**src/hdl/bud_pkg.sv**
```systemverilog
`timescale 1ns / 1ps
`default_nettype none
// ----------------------------------------------------------------------------
// bud_pkg
// Shared codes, defaults and types for the bounded undo deque.
// ----------------------------------------------------------------------------
package bud_pkg;

  localparam int DEPTH_DEFAULT       = 16;
  localparam int ENTRY_WIDTH_DEFAULT = 32;
  localparam int CAP_W               = 5;
  localparam int MODE_W              = 2;
  localparam int SRC_W               = 2;

  localparam logic [CAP_W-1:0] CAP_RESET = 5'd16;

  localparam logic [MODE_W-1:0] MODE_PUSH     = 2'd0;
  localparam logic [MODE_W-1:0] MODE_POP_TAIL = 2'd1;
  localparam logic [MODE_W-1:0] MODE_POP_HEAD = 2'd2;

  localparam logic [SRC_W-1:0] SRC_EVICT = 2'd0;
  localparam logic [SRC_W-1:0] SRC_TAIL  = 2'd1;
  localparam logic [SRC_W-1:0] SRC_HEAD  = 2'd2;

  typedef struct packed {
    logic             valid;
    logic [SRC_W-1:0] source;
    logic             err;
  } res_req_t;

endpackage
`default_nettype wire

```
**src/hdl/bud_ram.sv**
```systemverilog
`timescale 1ns / 1ps
`default_nettype none
// ----------------------------------------------------------------------------
// bud_ram
// Entry ring storage: one write port, one read port, registered read data.
// ----------------------------------------------------------------------------
module bud_ram #(
  parameter int DEPTH       = bud_pkg::DEPTH_DEFAULT,
  parameter int ENTRY_WIDTH = bud_pkg::ENTRY_WIDTH_DEFAULT,
  localparam int IDX_W      = (DEPTH > 1) ? $clog2(DEPTH) : 1
) (
  input  wire logic                   clk,
  input  wire logic                   we,
  input  wire logic [IDX_W-1:0]       waddr,
  input  wire logic [ENTRY_WIDTH-1:0] wdata,
  input  wire logic                   re,
  input  wire logic [IDX_W-1:0]       raddr,
  output logic      [ENTRY_WIDTH-1:0] rdata
);

  logic [ENTRY_WIDTH-1:0] mem [DEPTH];

  always_ff @(posedge clk) begin
    if (we) begin
      mem[waddr] <= wdata;
    end
  end

  always_ff @(posedge clk) begin
    if (re) begin
      rdata <= mem[raddr];
    end
  end

endmodule
`default_nettype wire

```
**src/hdl/bud_ptr.sv**
```systemverilog
`timescale 1ns / 1ps
`default_nettype none
// ----------------------------------------------------------------------------
// bud_ptr
// Head pointer, entry count and capacity register; decodes each item into
// ring reads and writes and the result it will give.
// ----------------------------------------------------------------------------
module bud_ptr #(
  parameter int DEPTH  = bud_pkg::DEPTH_DEFAULT,
  localparam int IDX_W = (DEPTH > 1) ? $clog2(DEPTH) : 1,
  localparam int CNT_W = $clog2(DEPTH + 1)
) (
  input  wire logic                       clk,
  input  wire logic                       rst_n,
  input  wire logic                       cfg_we,
  input  wire logic [bud_pkg::CAP_W-1:0]  cfg_capacity,
  input  wire logic                       take,
  input  wire logic [bud_pkg::MODE_W-1:0] mode,
  output logic                            mem_we,
  output logic      [IDX_W-1:0]           mem_waddr,
  output logic                            mem_re,
  output logic      [IDX_W-1:0]           mem_raddr,
  output bud_pkg::res_req_t               req
);

  localparam int CW  = (CNT_W > bud_pkg::CAP_W) ? CNT_W : bud_pkg::CAP_W;
  localparam int SUM_W = CNT_W + 1;

  logic [bud_pkg::CAP_W-1:0] cap_r;
  logic [IDX_W-1:0]          head_r, head_nxt;
  logic [CNT_W-1:0]          cnt_r, cnt_nxt;

  logic [CW-1:0]    cap_ext;
  logic [CNT_W-1:0] cap_eff;
  logic [SUM_W-1:0] sum_hc, sum_hc1;
  logic [IDX_W-1:0] tail_wr, tail_rd, head_inc;
  logic             empty, full;

  always_ff @(posedge clk) begin
    if (!rst_n) begin
      cap_r <= bud_pkg::CAP_RESET;
    end else if (cfg_we) begin
      cap_r <= cfg_capacity;
    end
  end

  always_comb begin
    cap_ext = CW'(cap_r);
    if (cap_r == '0) begin
      cap_eff = CNT_W'(1);
    end else if (cap_ext > CW'(DEPTH)) begin
      cap_eff = CNT_W'(DEPTH);
    end else begin
      cap_eff = cap_ext[CNT_W-1:0];
    end
  end

  always_comb begin
    sum_hc  = SUM_W'(head_r) + SUM_W'(cnt_r);
    sum_hc1 = sum_hc - SUM_W'(1);
    if (sum_hc >= SUM_W'(DEPTH)) begin
      tail_wr = IDX_W'(sum_hc - SUM_W'(DEPTH));
    end else begin
      tail_wr = IDX_W'(sum_hc);
    end
    if (sum_hc1 >= SUM_W'(DEPTH)) begin
      tail_rd = IDX_W'(sum_hc1 - SUM_W'(DEPTH));
    end else begin
      tail_rd = IDX_W'(sum_hc1);
    end
    if (head_r == IDX_W'(DEPTH - 1)) begin
      head_inc = '0;
    end else begin
      head_inc = head_r + IDX_W'(1);
    end
    empty = (cnt_r == '0);
    full  = (cnt_r >= cap_eff) && !empty;
  end

  always_comb begin
    head_nxt   = head_r;
    cnt_nxt    = cnt_r;
    mem_we     = 1'b0;
    mem_waddr  = tail_wr;
    mem_re     = 1'b0;
    mem_raddr  = head_r;
    req.valid  = 1'b0;
    req.source = bud_pkg::SRC_EVICT;
    req.err    = 1'b0;
    if (take) begin
      unique case (mode)
        bud_pkg::MODE_PUSH: begin
          mem_we = 1'b1;
          if (full) begin
            mem_re    = 1'b1;
            req.valid = 1'b1;
            head_nxt  = head_inc;
          end else begin
            cnt_nxt = cnt_r + CNT_W'(1);
          end
        end
        bud_pkg::MODE_POP_TAIL: begin
          req.valid  = 1'b1;
          req.source = bud_pkg::SRC_TAIL;
          if (empty) begin
            req.err = 1'b1;
          end else begin
            mem_re    = 1'b1;
            mem_raddr = tail_rd;
            cnt_nxt   = cnt_r - CNT_W'(1);
          end
        end
        bud_pkg::MODE_POP_HEAD: begin
          req.valid  = 1'b1;
          req.source = bud_pkg::SRC_HEAD;
          if (empty) begin
            req.err = 1'b1;
          end else begin
            mem_re   = 1'b1;
            head_nxt = head_inc;
            cnt_nxt  = cnt_r - CNT_W'(1);
          end
        end
        default: begin
        end
      endcase
    end
  end

  always_ff @(posedge clk) begin
    if (!rst_n) begin
      head_r <= '0;
      cnt_r  <= '0;
    end else begin
      head_r <= head_nxt;
      cnt_r  <= cnt_nxt;
    end
  end

endmodule
`default_nettype wire

```
**src/hdl/bud_out.sv**
```systemverilog
`timescale 1ns / 1ps
`default_nettype none
// ----------------------------------------------------------------------------
// bud_out
// Read-wait stage and output register for result items.
// ----------------------------------------------------------------------------
module bud_out #(
  parameter int ENTRY_WIDTH = bud_pkg::ENTRY_WIDTH_DEFAULT
) (
  input  wire logic                      clk,
  input  wire logic                      rst_n,
  input  wire logic                      take,
  input  wire bud_pkg::res_req_t         req,
  input  wire logic [ENTRY_WIDTH-1:0]    rdata,
  output logic                           busy,
  output logic                           out_valid,
  input  wire logic                      out_stall,
  output logic      [ENTRY_WIDTH-1:0]    out_result_value,
  output logic      [bud_pkg::SRC_W-1:0] out_result_source,
  output logic                           out_empty_error
);

  logic                      pend_r, pend_nxt;
  logic [bud_pkg::SRC_W-1:0] pend_src_r;
  logic                      pend_err_r;
  logic                      oval_r, oval_nxt;
  logic [ENTRY_WIDTH-1:0]    oval_data_r;
  logic [bud_pkg::SRC_W-1:0] osrc_r;
  logic                      oerr_r;
  logic                      out_free;

  always_comb begin
    out_free = !oval_r || !out_stall;
    busy     = pend_r && !out_free;
    oval_nxt = out_free ? pend_r : oval_r;
    if (take) begin
      pend_nxt = req.valid;
    end else if (out_free) begin
      pend_nxt = 1'b0;
    end else begin
      pend_nxt = pend_r;
    end
  end

  always_ff @(posedge clk) begin
    if (!rst_n) begin
      pend_r <= 1'b0;
      oval_r <= 1'b0;
    end else begin
      pend_r <= pend_nxt;
      oval_r <= oval_nxt;
    end
  end

  always_ff @(posedge clk) begin
    if (take) begin
      pend_src_r <= req.source;
      pend_err_r <= req.err;
    end
    if (out_free && pend_r) begin
      oval_data_r <= pend_err_r ? '0 : rdata;
      osrc_r      <= pend_src_r;
      oerr_r      <= pend_err_r;
    end
  end

  assign out_valid         = oval_r;
  assign out_result_value  = oval_data_r;
  assign out_result_source = osrc_r;
  assign out_empty_error   = oerr_r;

endmodule
`default_nettype wire

```
**src/hdl/bounded_undo_deque_unit.sv**
```systemverilog
`timescale 1ns / 1ps
`default_nettype none
// ----------------------------------------------------------------------------
// bounded_undo_deque_unit
// Bounded double-ended undo history kept in a ring memory.
// ----------------------------------------------------------------------------
// Accepts one item per cycle while in_stall is low: pointer and count update
// in the accept cycle, and the ring memory is read then. in_stall rises only
// while a result waits in the read stage and the output register is held by
// out_stall. cfg_ready is always high; write capacity only while the block is
// idle. Capacity zero acts as one, capacity above DEPTH as DEPTH. No clearing
// pass after reset.
module bounded_undo_deque_unit #(
  parameter int DEPTH       = bud_pkg::DEPTH_DEFAULT,
  parameter int ENTRY_WIDTH = bud_pkg::ENTRY_WIDTH_DEFAULT
) (
  input  wire logic                       clk,
  input  wire logic                       rst_n,
  input  wire logic                       cfg_valid,
  output logic                            cfg_ready,
  input  wire logic [bud_pkg::CAP_W-1:0]  cfg_capacity,
  input  wire logic                       in_valid,
  output logic                            in_stall,
  input  wire logic [bud_pkg::MODE_W-1:0] in_mode,
  input  wire logic [ENTRY_WIDTH-1:0]     in_entry_value,
  output logic                            out_valid,
  input  wire logic                       out_stall,
  output logic      [ENTRY_WIDTH-1:0]     out_result_value,
  output logic      [bud_pkg::SRC_W-1:0]  out_result_source,
  output logic                            out_empty_error
);

  localparam int IDX_W = (DEPTH > 1) ? $clog2(DEPTH) : 1;

  logic                   take, busy;
  logic                   mem_we, mem_re;
  logic [IDX_W-1:0]       mem_waddr, mem_raddr;
  logic [ENTRY_WIDTH-1:0] rdata;
  bud_pkg::res_req_t      req;

  assign cfg_ready = 1'b1;
  assign in_stall  = busy;
  assign take      = in_valid && !busy;

  bud_ptr #(
    .DEPTH (DEPTH)
  ) u_ptr (
    .clk          (clk),
    .rst_n        (rst_n),
    .cfg_we       (cfg_valid && cfg_ready),
    .cfg_capacity (cfg_capacity),
    .take         (take),
    .mode         (in_mode),
    .mem_we       (mem_we),
    .mem_waddr    (mem_waddr),
    .mem_re       (mem_re),
    .mem_raddr    (mem_raddr),
    .req          (req)
  );

  bud_ram #(
    .DEPTH       (DEPTH),
    .ENTRY_WIDTH (ENTRY_WIDTH)
  ) u_ram (
    .clk   (clk),
    .we    (mem_we),
    .waddr (mem_waddr),
    .wdata (in_entry_value),
    .re    (mem_re),
    .raddr (mem_raddr),
    .rdata (rdata)
  );

  bud_out #(
    .ENTRY_WIDTH (ENTRY_WIDTH)
  ) u_out (
    .clk               (clk),
    .rst_n             (rst_n),
    .take              (take),
    .req               (req),
    .rdata             (rdata),
    .busy              (busy),
    .out_valid         (out_valid),
    .out_stall         (out_stall),
    .out_result_value  (out_result_value),
    .out_result_source (out_result_source),
    .out_empty_error   (out_empty_error)
  );

endmodule
`default_nettype wire

```
**config.mk**
```make
export PLATFORM = sky130hd
export DESIGN_NAME = bounded_undo_deque_unit
export DESIGN_NICKNAME = d
export VERILOG_FILES = /design/src/hdl/bud_pkg.sv /design/src/hdl/bud_ram.sv /design/src/hdl/bud_ptr.sv /design/src/hdl/bud_out.sv /design/src/hdl/bounded_undo_deque_unit.sv
export SDC_FILE = /design/constraint.sdc
export NUM_CORES = 1
export LEC_CHECK = 0
export ABC_AREA = 1
export BUFFER_PORTS_ARGS = -buffer_cell sky130_fd_sc_hd__clkbuf_2
export CAP_MARGIN = 5
export CORE_MARGIN = 2
export CORE_UTILIZATION = 49
export CTS_CLUSTER_SIZE = 10
export DETAILED_ROUTE_END_ITERATION = 8
export PLACE_DENSITY = 0.68
export SETUP_SLACK_MARGIN = 0.05
export SKIP_LAST_GASP = 1
export SLEW_MARGIN = 20
export SYNTH_ARGS = -nofsm -noshare
export SYNTH_HDL_FRONTEND = slang
export SYNTH_HIERARCHICAL = 1
export SYNTH_SLANG_ARGS = --single-unit
```
**constraint.sdc**
```tcl
create_clock -name clk -period 4.6 [get_ports clk]
set_input_delay 0.92 -clock clk [delete_from_list [all_inputs] [get_ports clk]]
set_output_delay 0.92 -clock clk [all_outputs]
set_load 0.03 [all_outputs]
```
**Yosys cells after proc, flatten, opt, wreduce, memory -nomap -nowiden**

Memories as Yosys holds them, arrays and structs flattened. A register that Yosys moved wholly into a read port is not among the register bits.
Index checks and enable logic that the tools add are counted.
Widths: inputs -> output; s select.

- ROM bits: 0
- Latch bits: 0
- Memory bits (writable): 512
- Register bits after elaboration: 54
- Input bits: 44
- Memories kept: 1
- Output and inout port bits: 38

Memory list:

| name | depth | bits a word | read ports | clocked after memory_dff | wr ports | line | RTL |
|---|---|---|---|---|---|---|---|
| u_ram.mem | 16 | 32 | 1 | 1 | 1 | bud_ram.sv:21 | `logic [ENTRY_WIDTH-1:0] mem [DEPTH];` |

- Shifts and indexed selects: 0
- Muxes and demuxes: 27
- Bitwise gates (word level): 0
- Multiply operators: 0
- Reduce and logical (&&, ||, !) cells: 19
- Equal/unequal tests: 7
- Divide/modulo/power cells: 0
- Add/subtract/negate cells: 7
- Order comparisons: 4

Operator list:

| kind | number |
|---|---|
| $mux 4 | 8 |
| $mux 5 | 4 |
| $ge 6x5->1 const B | 2 |
| $logic_not 5->1 | 2 |
| $mux 1 | 10 |
| $pmux 5 s2 | 1 |
| $pmux 4 s2 | 1 |
| $reduce_and 4->1 | 2 |
| $sub 4x1->4 const B | 2 |
| $add 4x5->6 | 1 |
| $ne 2x2->1 const B | 3 |
| $pmux 3 s2 | 1 |
| $reduce_bool 2->1 | 3 |
| $sub 6x1->6 const B | 1 |
| $add 5x1->5 const B | 1 |
| $ge 5x5->1 | 1 |
| $gt 5x5->1 const B | 1 |
| $logic_not 1->1 | 5 |
| $sub 5x1->5 const B | 1 |
| $add 4x1->4 const B | 1 |
| $eq 4x4->1 const B | 1 |
| $logic_and 1x1->1 | 4 |
| $pmux 1 s2 | 2 |
| $eq 2x1->1 const B | 1 |
| other kinds (5) | 5 |

**Logic depth before layout (Yosys ltp)**

Gate-level depths: netlist (run 1).

- Word-level depth: 9
- Gate-level depth with buffers: 18
- Mapped depth without buffers: 15

**By module**

The synthesis (run 1) kept the hierarchy.

Modules (own cells, without submodules):

| module | cells each | seq. area each (µm²) | area an instance (µm²) | times used |
|---|---|---|---|---|
| bud_ram | 2120 | 16335.7 | 23050.9 | 1 |
| bud_out | 118 | 1181.1 | 1503.9 | 1 |
| bud_ptr | 179 | 280.3 | 1256.2 | 1 |
| bounded_undo_deque_unit | 4 | 0.0 | 21.3 | 1 |

**Worst setup path before layout (run 1)**

Ideal clock, no wire load.

- Path type: in2reg
- Start: input out_stall
- End: register u_ram.rdata[0] (read register of u_ram.mem) (enable)
- Arrival time: 4244 ps
- Setup time: 468 ps
- Setup slack: -112 ps
- Stages: 6
- Cells stage by stage: nand3_1 > inv_1 > nor2_2 > inv_2 > or2_1 > nor3b_1

- Longest elaborated chain between the ends: 7
- Elaborated cells between the ends (all ways): 8

RTL lines:

| element | line | RTL |
|---|---|---|
| start: declaration | bounded_undo_deque_unit.sv:27 | `input wire logic out_stall,` |
| $logic_not 1->1 | bud_out.sv:33 | `out_free = !oval_r \|\| !out_stall;` |
| $logic_or 1x1->1 | bud_out.sv:33 |  |
| $logic_not 1->1 | bud_out.sv:34 | `busy = pend_r && !out_free;` |
| $logic_and 1x1->1 | bud_out.sv:34 |  |
| named net in_stall | bounded_undo_deque_unit.sv:23 | `output logic in_stall,` |
| $logic_not 1->1 | bounded_undo_deque_unit.sv:43 | `assign take = in_valid && !busy;` |
| $logic_and 1x1->1 | bounded_undo_deque_unit.sv:43 |  |
| named net take | bounded_undo_deque_unit.sv:35 | `logic take, busy;` |
| $mux 1 | bud_ptr.sv:90 | `if (take) begin` |
| named net mem_re | bounded_undo_deque_unit.sv:36 | `logic mem_we, mem_re;` |
| end: declaration | bud_ram.sv:18 | `output logic [ENTRY_WIDTH-1:0] rdata` |

The timed path passes the listed nets, and every way through them passes these cells.
A chain may end at the register's enable or synchronous reset.

**Final worst setup path (run 1)**

- Start: input out_stall
- End: register u_ram.rdata[21] (read register of u_ram.mem) (data pin)

- Longest elaborated chain between the ends: 7
- Elaborated cells between the ends (all ways): 8

RTL lines:

| element | line | RTL |
|---|---|---|
| $logic_not 1->1 | bud_out.sv:33 |  |
| $logic_or 1x1->1 | bud_out.sv:33 |  |
| $logic_not 1->1 | bud_out.sv:34 |  |
| $logic_and 1x1->1 | bud_out.sv:34 |  |
| $logic_not 1->1 | bounded_undo_deque_unit.sv:43 |  |
| $logic_and 1x1->1 | bounded_undo_deque_unit.sv:43 |  |
| named net take | bounded_undo_deque_unit.sv:35 |  |
| $mux 4 | bud_ptr.sv:90 |  |
| named net mem_raddr[0] | bounded_undo_deque_unit.sv:37 | `logic [IDX_W-1:0] mem_waddr, mem_raddr;` |

The timed path passes the listed nets, and every way through them passes these cells.

==> results of run 1 <==
==> worst max-delay path, delay by kind of cell <==
| kind | cells | cell delay [ps] |
|---|---|---|
| and+or+nand+nor | 10 | 1490 |
| buffers and inverters | 5 | 1070 |
| AOI/OAI and AO/OA | 1 | 110 |
==> synthesized netlist by cell type <==
| cell | instances |
|---|---|
| nand2_1 | 718 |
| edfxtp_1 | 582 |
| inv_1 | 446 |
| nand3_1 | 400 |
| nor2_1 | 65 |
| buf_2 | 41 |
| buf_6 | 32 |
| ha_1 | 18 |
| a21oi_1 | 17 |
| dfxtp_1 | 16 |
| buf_1 | 14 |
| clkbuf_1 | 14 |
| o21ai_0 | 8 |
| buf_4 | 7 |
| xor2_1 | 5 |
| inv_2 | 3 |
| nand2_4 | 3 |
| nand3b_1 | 3 |
| nor2_2 | 3 |
| or2_1 | 3 |
| a21boi_0 | 2 |
| fa_1 | 2 |
| nand2_2 | 2 |
| o21ai_1 | 2 |
| xnor2_1 | 2 |
| buf_12 | 1 |
| clkinv_1 | 1 |
| conb_1 | 1 |
| inv_4 | 1 |
| nand3b_2 | 1 |
| nand4_1 | 1 |
| nor2_4 | 1 |
| nor3_1 | 1 |
| nor3b_1 | 1 |
| o21bai_1 | 1 |
| or2_0 | 1 |
| or2_2 | 1 |
| or4_1 | 1 |
==> layout make-up <==
class	instances	area (um^2)
Fill cell	4364	23530
Clock buffer	75	1792
Sequential cell	598	17800
Inverter	451	1700
Antenna cell	2	5.005
Tap cell	688	860.8
Multi-Input combinational cell	1263	5776
Clock inverter	5	23.77
Timing Repair Buffer	117	853.3
==> path summary, 6_finish.rpt <==
check                                         start                         end  slack (ps)  cells past startpoint
worst max-delay path                      out_stall             u_ram/rdata[21]        1200                     16
worst min-delay path            u_out/pend_src_r[0]  u_out/out_result_source[0]         430                      0
worst max register to register      u_out/out_valid             u_ram/rdata[21]        1310                     15
worst min register to register  u_out/pend_src_r[0]  u_out/out_result_source[0]         430                      0
==> placed cells by master, fill, tap and decap left out, types with 4 or more instances in the layout <==
cell	synthesis	final
edfxtp_1	582	582
nor2_1	65	49
o21ai_0	8	6
clkinv_1	1	5
xor2_1	5	5
clkbuf_2	0	80
clkbuf_1	14	4
buf_4	7	23
clkbuf_16	0	71
dfxtp_1	16	16
nand2_1	718	717
ha_1	18	18
buf_12	1	14
inv_1	446	445
nand3_1	400	400
a21oi_1	17	16
nor2_4	1	17
==> cell families after synthesis <==
| kind of cell | count (synthesis) | synth area share [%] |
|---|---|---|
| other | 1 | 0.01452 |
| DFF | 598 | 68.89 |
| buffers and inverters | 560 | 9.440 |
| adders and majority gates | 20 | 1.027 |
| AOI/OAI and AO/OA | 30 | 0.6103 |
| xor gates and xnor gates | 7 | 0.2373 |
| and+or+nand+nor | 1205 | 19.78 |
==> report_power, final <==
part	internal (mW)	switching (mW)	leakage [nW]
Sequential	6.12	0.0411	5.39
Clock	2.72	1.94	0.890
Combinational	0.409	0.983	5.92
==> sequential cells by signal, summed over array words and instances, names as in the netlist <==
register	flops
u_out/pend_src_r	2
u_ptr/cnt_r	5
u_ram/mem	512
u_out/out_empty_error	1
u_ram/rdata	32
u_out/pend_err_r	1
u_out/pend_r	1
u_ptr/head_r	4
u_out/out_valid	1
u_ptr/cap_ext	5
u_out/out_result_source	2
u_out/out_result_value	32
==> routing by layer <==
layer  up-vias  routed length, um  global-route usage (%)  share of wire [%]
met4         6               1676                   8.426                2.8
met3       137               4605                   4.187                7.7
li1       7950                  -                       -                  -
met2       630              28710                   37.14                 48
met1      8152              24460                   29.04                 41
met5         -                 41                       0              0.069
==> qor.txt, run 1 <==
status = completed
CTS max path bufs = 3
Clk pin slew, worst setup/hold paths = 50 ps
clock latency on the worst-skew pair = 580 ps
Cell Area, Synth = 0.02583 mm^2
post-synthesis cell count = 2,421
first-pass GRT wire length = 92.03 mm
Crit path top cell by count = nand2_1
final hold violation count = 0
Avg Cell Area, Syn = 10.67 um^2
crit path max fanout = 71
hold slack = 428.3 ps
final net count = 2,565
CTS buffer count = 70
final core utilization = 55.04%
htree depth = 3
Data required, critical path = 4930 ps
Final Total Pwr = 12.22 mW
Non-Filler Instances = 3,199
slowest CP cell = inv_6
die extent in y = 233.6 um
Placed Area = 0.02699 mm^2
Setup Buffers After CTS = 0
layout cells sized above 1 = 9.047%
Final GP Congestion = 0.7623
total die area = 0.05457 mm^2
P per Cell Area = 424.3 mW/mm^2
Max Slew Vio Count = 0
syn_nets = 2,485
pin count of the biggest net entering global routing = 201
clk_skew = 15.34 ps
routed len/inst = 18.60 um
crit share post-route = 73.85%
# setup viols final = 0
gr usage total = 22.29%
Placement Rows = 84
Post-Route Setup TNS = 0 ps
Die Wd = 233.6 um
final setup margin = 1203 ps
Synth Warn # = 6
hold buffer count at CTS = 0
clk root buf = clkbuf_16
crit path kind = in -> reg
post-synthesis sequential area ratio = 68.89%
share of the synthesized area in the top cell type = 67.65%
fmax = 0.2944 GHz
DRT Pass-1 Iters = 5
min-delay worst type = reg -> reg
DP HPWL = 29.67 mm
GRT overflow = 0
slew margin rel. = 33.05%
Residual DRC = 0
LEAKAGE = 12.20 nW
I/O pin cnt = 82
via count = 16,880
Iter 0 DRT Violations = 1,585
antenna violations before repair = 5
Core ar. = 0.05234 mm^2
Place WS = 714.2 ps
CTS resizes = 0
Port Buffers = 80
final WL = 59.49 mm
crit path DAT = 3730 ps
number of max-cap violations = 0
CTS tree = yes
Final ANT Viol Nets = 0
Final Cell Area = 0.02881 mm^2
clk sink count = 598
top post-synthesis cells by area = edfxtp_1 (68%), nand2_1 (10%), nand3_1 (7.7%)
synthesis-to-layout area growth = 11.52%
placed insts = 3,117
unrepaired setup endpoints after global routing = false
Cell variety after synth = 38
synthesized flop and latch total = 598
Initial Util = 49.35%
worst-path cell chain = clkbuf_2 > nand3_1 > inv_1 > nor2_2 > nand2_1 > inv_1 > nand2_1 > nand2_1 > o21ai_4 > inv_6 > buf_12 > nand2_1 > nand3_1 > nand3_1 > nand3_1 > nand2_1
Slew @ Worst Pin = 1004 ps
area leader, netlist = edfxtp_1
DR vias/cell = 5.275
min Tclk post-route = 3397 ps
max incr delay on CP = 420 ps
critical path endpoint category = flip-flop
crit start category = primary input
vias in the first global route = 16,540
worst vdd ir = 257.0 uV
No activity file was read; power rests on OpenSTA's default activity.
==> run 2, diff against run 1 <==
Clock period 4.6 ns to 3.02 ns, I/O delays scaled along.
==> qor.txt, run 2 (synthesis results as in run 1) <==
status = completed
Core ar. = 0.05234 mm^2 (unchanged)
# setup viols final = 0 (unchanged)
Worst Setup EP = u_ram/rdata[19]
most frequent cells in the layout = nand2_1 (717), edfxtp_1 (582), inv_1 (445)
CTS resizes = 0 (unchanged)
GRT overflow = 0 (unchanged)
final WL = 60.29 mm (+1.3%)
Final GP Congestion = 0.8016 (+5.2%)
crit start category = flip-flop
Initial Util = 49.35% (unchanged)
max incr delay on CP = 560 ps (+140 ps)
I/O pin cnt = 82 (unchanged)
P per Cell Area = 641.2 mW/mm^2 (+51%)
CP Depth = 10 (-6)
Worst R2R Start = u_ptr/head_r[0]
LEAKAGE = 12.51 nW (+2.5%)
min-delay worst type = in -> reg
Worst Min Path Start = cfg_capacity[3]
final net count = 2,602 (+1.4%)
routed len/inst = 18.61 um (about the same)
antenna violations before repair = 3 (-2)
crit path max fanout = 22 (-69%)
DR vias/cell = 5.228 (-0.88%)
clk root buf = clkbuf_16
CTS tree = yes
Placement Rows = 84 (unchanged)
max FFs per register = 512 (unchanged)
Die Wd = 233.6 um (unchanged)
gr usage total = 22.70% (+0.42 points)
crit path DAT = 3160 ps (-570 ps)
vias in the first global route = 16,370 (-1.0%)
DRT Pass-1 Iters = 5 (unchanged)
Non-Filler Instances = 3,239 (+1.3%)
clk sink count = 598 (unchanged)
final hold violation count = 0 (unchanged)
Final ANT Viol Nets = 0 (unchanged)
clk_skew = 13.62 ps (-1.727 ps)
Slew @ Worst Pin = 923.2 ps (-81.05 ps)
CTS buffer count = 70 (unchanged)
hold buffer count at CTS = 0 (unchanged)
worst vdd ir = 355.2 uV (+38%)
crit path kind = reg -> reg
Post-Route Setup TNS = 0 ps (unchanged)
FF-to-FF setup slack = 190 ps (-1120 ps)
slew margin rel. = 38.45% (+5.4 points)
placed insts = 3,154 (+1.2%)
first-pass GRT wire length = 93.33 mm (+1.4%)
Max Slew Vio Count = 0 (unchanged)
pin count of the biggest net entering global routing = 74 (-63%)
total die area = 0.05457 mm^2 (unchanged)
number of max-cap violations = 0 (unchanged)
die extent in y = 233.6 um (unchanged)
delay-heaviest family, CP = adder cells
layout cells sized above 1 = 10.67% (+1.6 points)
Iter 0 DRT Violations = 1,669 (+5.3%)
DP HPWL = 33.74 mm (+14%)
Clk pin slew, worst setup/hold paths = 50 ps (about the same)
clock latency on the worst-skew pair = 590 ps (about the same)
crit share post-route = 93.67%
unrepaired setup endpoints after global routing = false
CTS max path bufs = 3 (unchanged)
worst setup path startpoint = u_ptr/head_r[0]
Port Buffers = 80 (unchanged)
worst-path cell chain = ha_1 > fa_1 > inv_1 > ha_1 > xnor2_1 > o21ai_4 > buf_4 > nand3_1 > nand3_1 > nand2_1
slowest CP cell = fa_1
Top reg by flops = u_ram/mem
critical path endpoint category = flip-flop
fmax = 0.3535 GHz
reg2reg end = u_ram/rdata[19]
final core utilization = 56.21% (+1.2 points)
worst-case reg-to-reg path depth = 10 (-5)
commonest non-fill, non-tap cell in the layout = nand2_1
Setup Buffers After CTS = 0 (unchanged)
htree depth = 3 (unchanged)
synthesis-to-layout area growth = 13.89%
min Tclk post-route = 2829 ps
Data required, critical path = 3360 ps (-1570 ps)
Residual DRC = 0 (unchanged)
crit path buf inv count = 2 (-3)
via count = 16,940 (+0.36%)
run 2: cell count changes in the layout (fill, tap and decap cells not counted), sizes merged:
cell    before  now
buf         37   74
clkbuf     155  157
clkinv       5    6
diode        2    1
inv        451  452
run 2: metrics by stage:
| step | setup WS (ps) | hold slack, ps | instance area [um^2] | power, mW |
|---|---|---|---|---|
| 2_1_floorplan | -261.5 | 400.3 | 25860 | 11.09 |
| 3_3_place_gp | 243.4 | 403.5 | 27540 | 11.71 |
| 3_5_place_dp | 167.5 | 407.1 | 27540 | 11.77 |
| 4_1_cts | 241.5 | 219.6 | 29420 | 19.00 |
| 5_1_grt | 52.07 | 240.4 | 29420 | 19.58 |
| 6_report | 191.3 | 245.4 | 29420 | 18.87 |
run 2: worst min path at each step:
stage	endpoint	slack, ps	depth (start not counted)
floorplan	u_out/out_result_source[0]	400	0
global placement	u_out/out_result_source[1]	400	0
detailed placement	u_out/out_result_source[0]	410	0
CTS	u_ptr/cap_ext[3]	220	3
global route	u_ptr/cap_ext[3]	240	3
finish	u_ptr/cap_ext[3]	250	3
run 2: area by class of cell:
class	count	area (um^2)
multi-input combinational	1263	5779
antenna	1	2.502
fill	4266	22920
inverter	451	1700
timing repair buffer	154	1406
tap	688	860.8
clock buffer	77	1809
clock inverter	7	65.06
sequential	598	17800
run 2: tightest hold or removal path, cell delays in order:
cell and delay (ps):
clkbuf_2 80, nor2_1 40, nor2_1 80
run 2: where the power goes:
group / total [mW] / switching [mW] / internal, mW
logic: 2.21 / 1.50 / 0.711
registers: 9.40 / 0.0712 / 9.33
clock network: 7.25 / 3.05 / 4.21
run 2: routing by layer:
| metal | GRT usage [%] | vias to the layer above | wire, um |
|---|---|---|---|
| li1 | - | 8034 | - |
| met1 | 30.21 | 8121 | 24860 |
| met2 | 37.44 | 659 | 29250 |
| met3 | 3.894 | 117 | 4550 |
| met4 | 8.505 | 4 | 1605 |
| met5 | 0 | - | 25 |
==> run 3, diff against run 2 <==
Settings changed: ABC_AREA 1 to default.
==> qor.txt, run 3 <==
status = completed
vias in the first global route = 11,800 (-28%)
Iter 0 DRT Violations = 1,120 (-33%)
switching share of total power = 25.52% (+1.0 points)
ANT cells = 0 (-1)
min-delay worst type = in -> reg
fmax = 0.3428 GHz (-3.0%)
crit start category = flip-flop
synthesis-to-layout area growth = 21.90%
min Tclk post-route = 2917 ps (+88.10 ps)
Cell Area, Synth = 0.02282 mm^2 (-12%)
area of the multi-input gates = 0.005127 mm^2 (-11%)
P per Cell Area = 792.8 mW/mm^2 (+24%)
Post-Route Setup TNS = 0 ps (unchanged)
Slew @ Worst Pin = 725.6 ps (-197.6 ps)
Avg Cell Area, Syn = 21.59 um^2 (+100%)
clk root buf = clkbuf_16
final hold violation count = 0 (unchanged)
Non-Filler Instances = 1,928 (-40%)
max FFs per register = 512 (unchanged)
commonest non-fill, non-tap cell in the layout = edfxtp_1
routed len/inst = 27.10 um (+46%)
synthesized flop and latch total = 598 (unchanged)
post-synthesis cell count = 1,057 (-56%)
Psw = 5.628 mW (+22%)
antenna violations before repair = 1 (-2)
Main synth FF type = edfxtp_1
layout cells sized above 1 = 37.32% (+27 points)
most frequent cells in the layout = edfxtp_1 (582), mux4_2 (128), buf_4 (81)
Port Buffers = 80 (unchanged)
total die area = 0.04831 mm^2 (-11%)
via count = 11,460 (-32%)
Initial Util = 49.33% (about the same)
DR vias/cell = 5.944 (+14%)
crit share post-route = 96.58% (+2.9 points)
# setup viols final = 0 (unchanged)
first-pass GRT wire length = 75.40 mm (-19%)
Residual DRC = 0 (unchanged)
final net count = 1,364 (-48%)
Int Pwr = 16.42 mW (+15%)
DP HPWL = 27.59 mm (-18%)
share of the synthesized area in the top cell type = 76.58% (+8.9 points)
Logic pwr share = 22.8% (+11 points)
Die Wd = 219.8 um (-5.9%)
Synth Warn # = 6 (unchanged)
post-synthesis sequential area ratio = 77.99% (+9.1 points)
Seq pwr share = 44.0% (-5.8 points)
Clock power frac = 33.3% (-5.1 points)
Final ANT Viol Nets = 0 (unchanged)
Filler cells = 3,226 (-24%)
DRT Pass-1 Iters = 5 (unchanged)
die extent in y = 219.8 um (-5.9%)
most frequent cells after synthesis = edfxtp_1 (582), mux4_2 (128), a22oi_1 (64)
critical path endpoint category = flip-flop
CTS max path bufs = 3 (unchanged)
crit path kind = reg -> reg
final WL = 52.26 mm (-13%)
clk sink count = 598 (unchanged)
Placement Rows = 79 (-6.0%)
Core ar. = 0.04626 mm^2 (-12%)
Clk pin slew, worst setup/hold paths = 60 ps (about the same)
Post-synth EDFFs = 582 (unchanged)
pin count of the biggest net entering global routing = 36 (-51%)
htree depth = 3 (unchanged)
worst vdd ir = 490.2 uV (+38%)
Final Total Pwr = 22.05 mW (+17%)
Final GP Congestion = 0.7459 (-6.9%)
hold buffer count at CTS = 0 (unchanged)
number of max-cap violations = 0 (unchanged)
LEAKAGE = 9.107 nW (-27%)
I/O pin cnt = 82 (unchanged)
crit path DAT = 3240 ps (+80 ps)
top post-synthesis cells by area = edfxtp_1 (77%), mux4_2 (13%), a22oi_1 (2.1%)
gr usage total = 21.91% (-0.80 points)
CTS tree = yes
crit path max fanout = 22 (unchanged)
slew margin rel. = 51.52% (+13 points)
Top reg by flops = u_ram/mem
GRT overflow = 0 (unchanged)
clk_skew = 16.98 ps (+3.361 ps)
Cell variety after synth = 45 (+18%)
unrepaired setup endpoints after global routing = true
clock latency on the worst-skew pair = 600 ps (about the same)
Max Slew Vio Count = 0 (unchanged)
fraction of registers with async set/reset = 0% (unchanged)
placed insts = 1,796 (-43%)
count leader, synth = edfxtp_1
syn_nets = 1,121 (-55%)
register area = 0.01780 mm^2 (about the same)
CTS buffer count = 70 (unchanged)
Data required, critical path = 3350 ps (about the same)
area leader, netlist = edfxtp_1
[run 3: changes by cell type after synthesis, sizes merged, moves of 6 or more]
cell    change
nor2       -51
nand3     -397
buf        -65
nor2b      +42
inv       -442
nand2     -673
mux4      +128
clkbuf      +6
a21oi      -10
mux2i       +7
a22oi      +64
[run 3: cells by family after synthesis]
kind of cell    synth area share, %
flops                         77.99
fa+ha+maj                     1.162
other cells                 0.01643
simple gates                  3.164
compound gates                3.114
xor+xnor                     0.3454
buf+inv                       1.206
mux                           13.01
[run 3: timing repair]
action | in CTS | in global routing
gates resized for setup | 15 | 38
cloned | 5 | 7
pin swaps | 2 | 10
buffers inserted | 8 | 20
setup endpoints to repair | 32 | 32
[run 3: through the flow]
stage	hold slack, ps	setup WS (ps)	utilization, %	instance area, um^2
finish	240.6	103.2	60.13	27820
global route	242.8	-12.93	60.13	27820
CTS	209.6	30.33	59.02	27300
detailed placement	421.6	-227.8	54.28	25110
global placement	420.2	-156.4	54.28	25110
floorplan	400.3	-474.2	-	23000
[run 3: layer usage]
metal / vias up / global-route usage, % / part of all wire, %
li1: 4851 / - / -
met1: 6076 / 29.31 / 40
met2: 441 / 36.03 / 50
met3: 90 / 4.500 / 7.3
met4: 2 / 7.740 / 2.5
met5: - / 0 / 0.025
[run 3: worst max-delay path, stage by stage, from the launching register on]
cell	delay, ps
dfxtp_1	320
ha_2	200
fa_2	560
inv_1	80
ha_4	230
o21ai_4	250
buf_8	190
buf_16	190
mux4_2	320
a22oi_1	210
nand2_1	80
[run 3: layout make-up]
cell class / instances / area share (%)
Clock inverter: 7 / 0.3508
Inverter: 8 / 0.1079
Sequential cell: 598 / 63.99
Timing Repair Buffer: 219 / 7.804
Tap cell: 607 / 2.730
Multi-Input combinational cell: 403 / 18.43
Clock buffer: 86 / 6.589
[run 3: final timing paths]
check | start | endpoint | slack [ps] | cells after the start
max reg2reg | u_ptr/head_r[0] | u_ram/rdata[13] | 100 | 10
min reg2reg | u_out/pend_src_r[0] | u_out/out_result_source[0] | 440 | 0
max | u_ptr/head_r[0] | u_ram/rdata[13] | 100 | 10
min | cfg_capacity[4] | u_ptr/cap_ext[4] | 240 | 3
[run 3: power groups by stage]
stage	Combinational [mW]	Clock, mW	Sequential (mW)
after floorplan	2.79	0	9.85
after global placement	4.16	0	9.85
after detailed placement	4.22	0	9.86
after CTS	4.50	7.50	9.69
after global routing	5.35	7.83	9.72
final	5.02	7.34	9.69
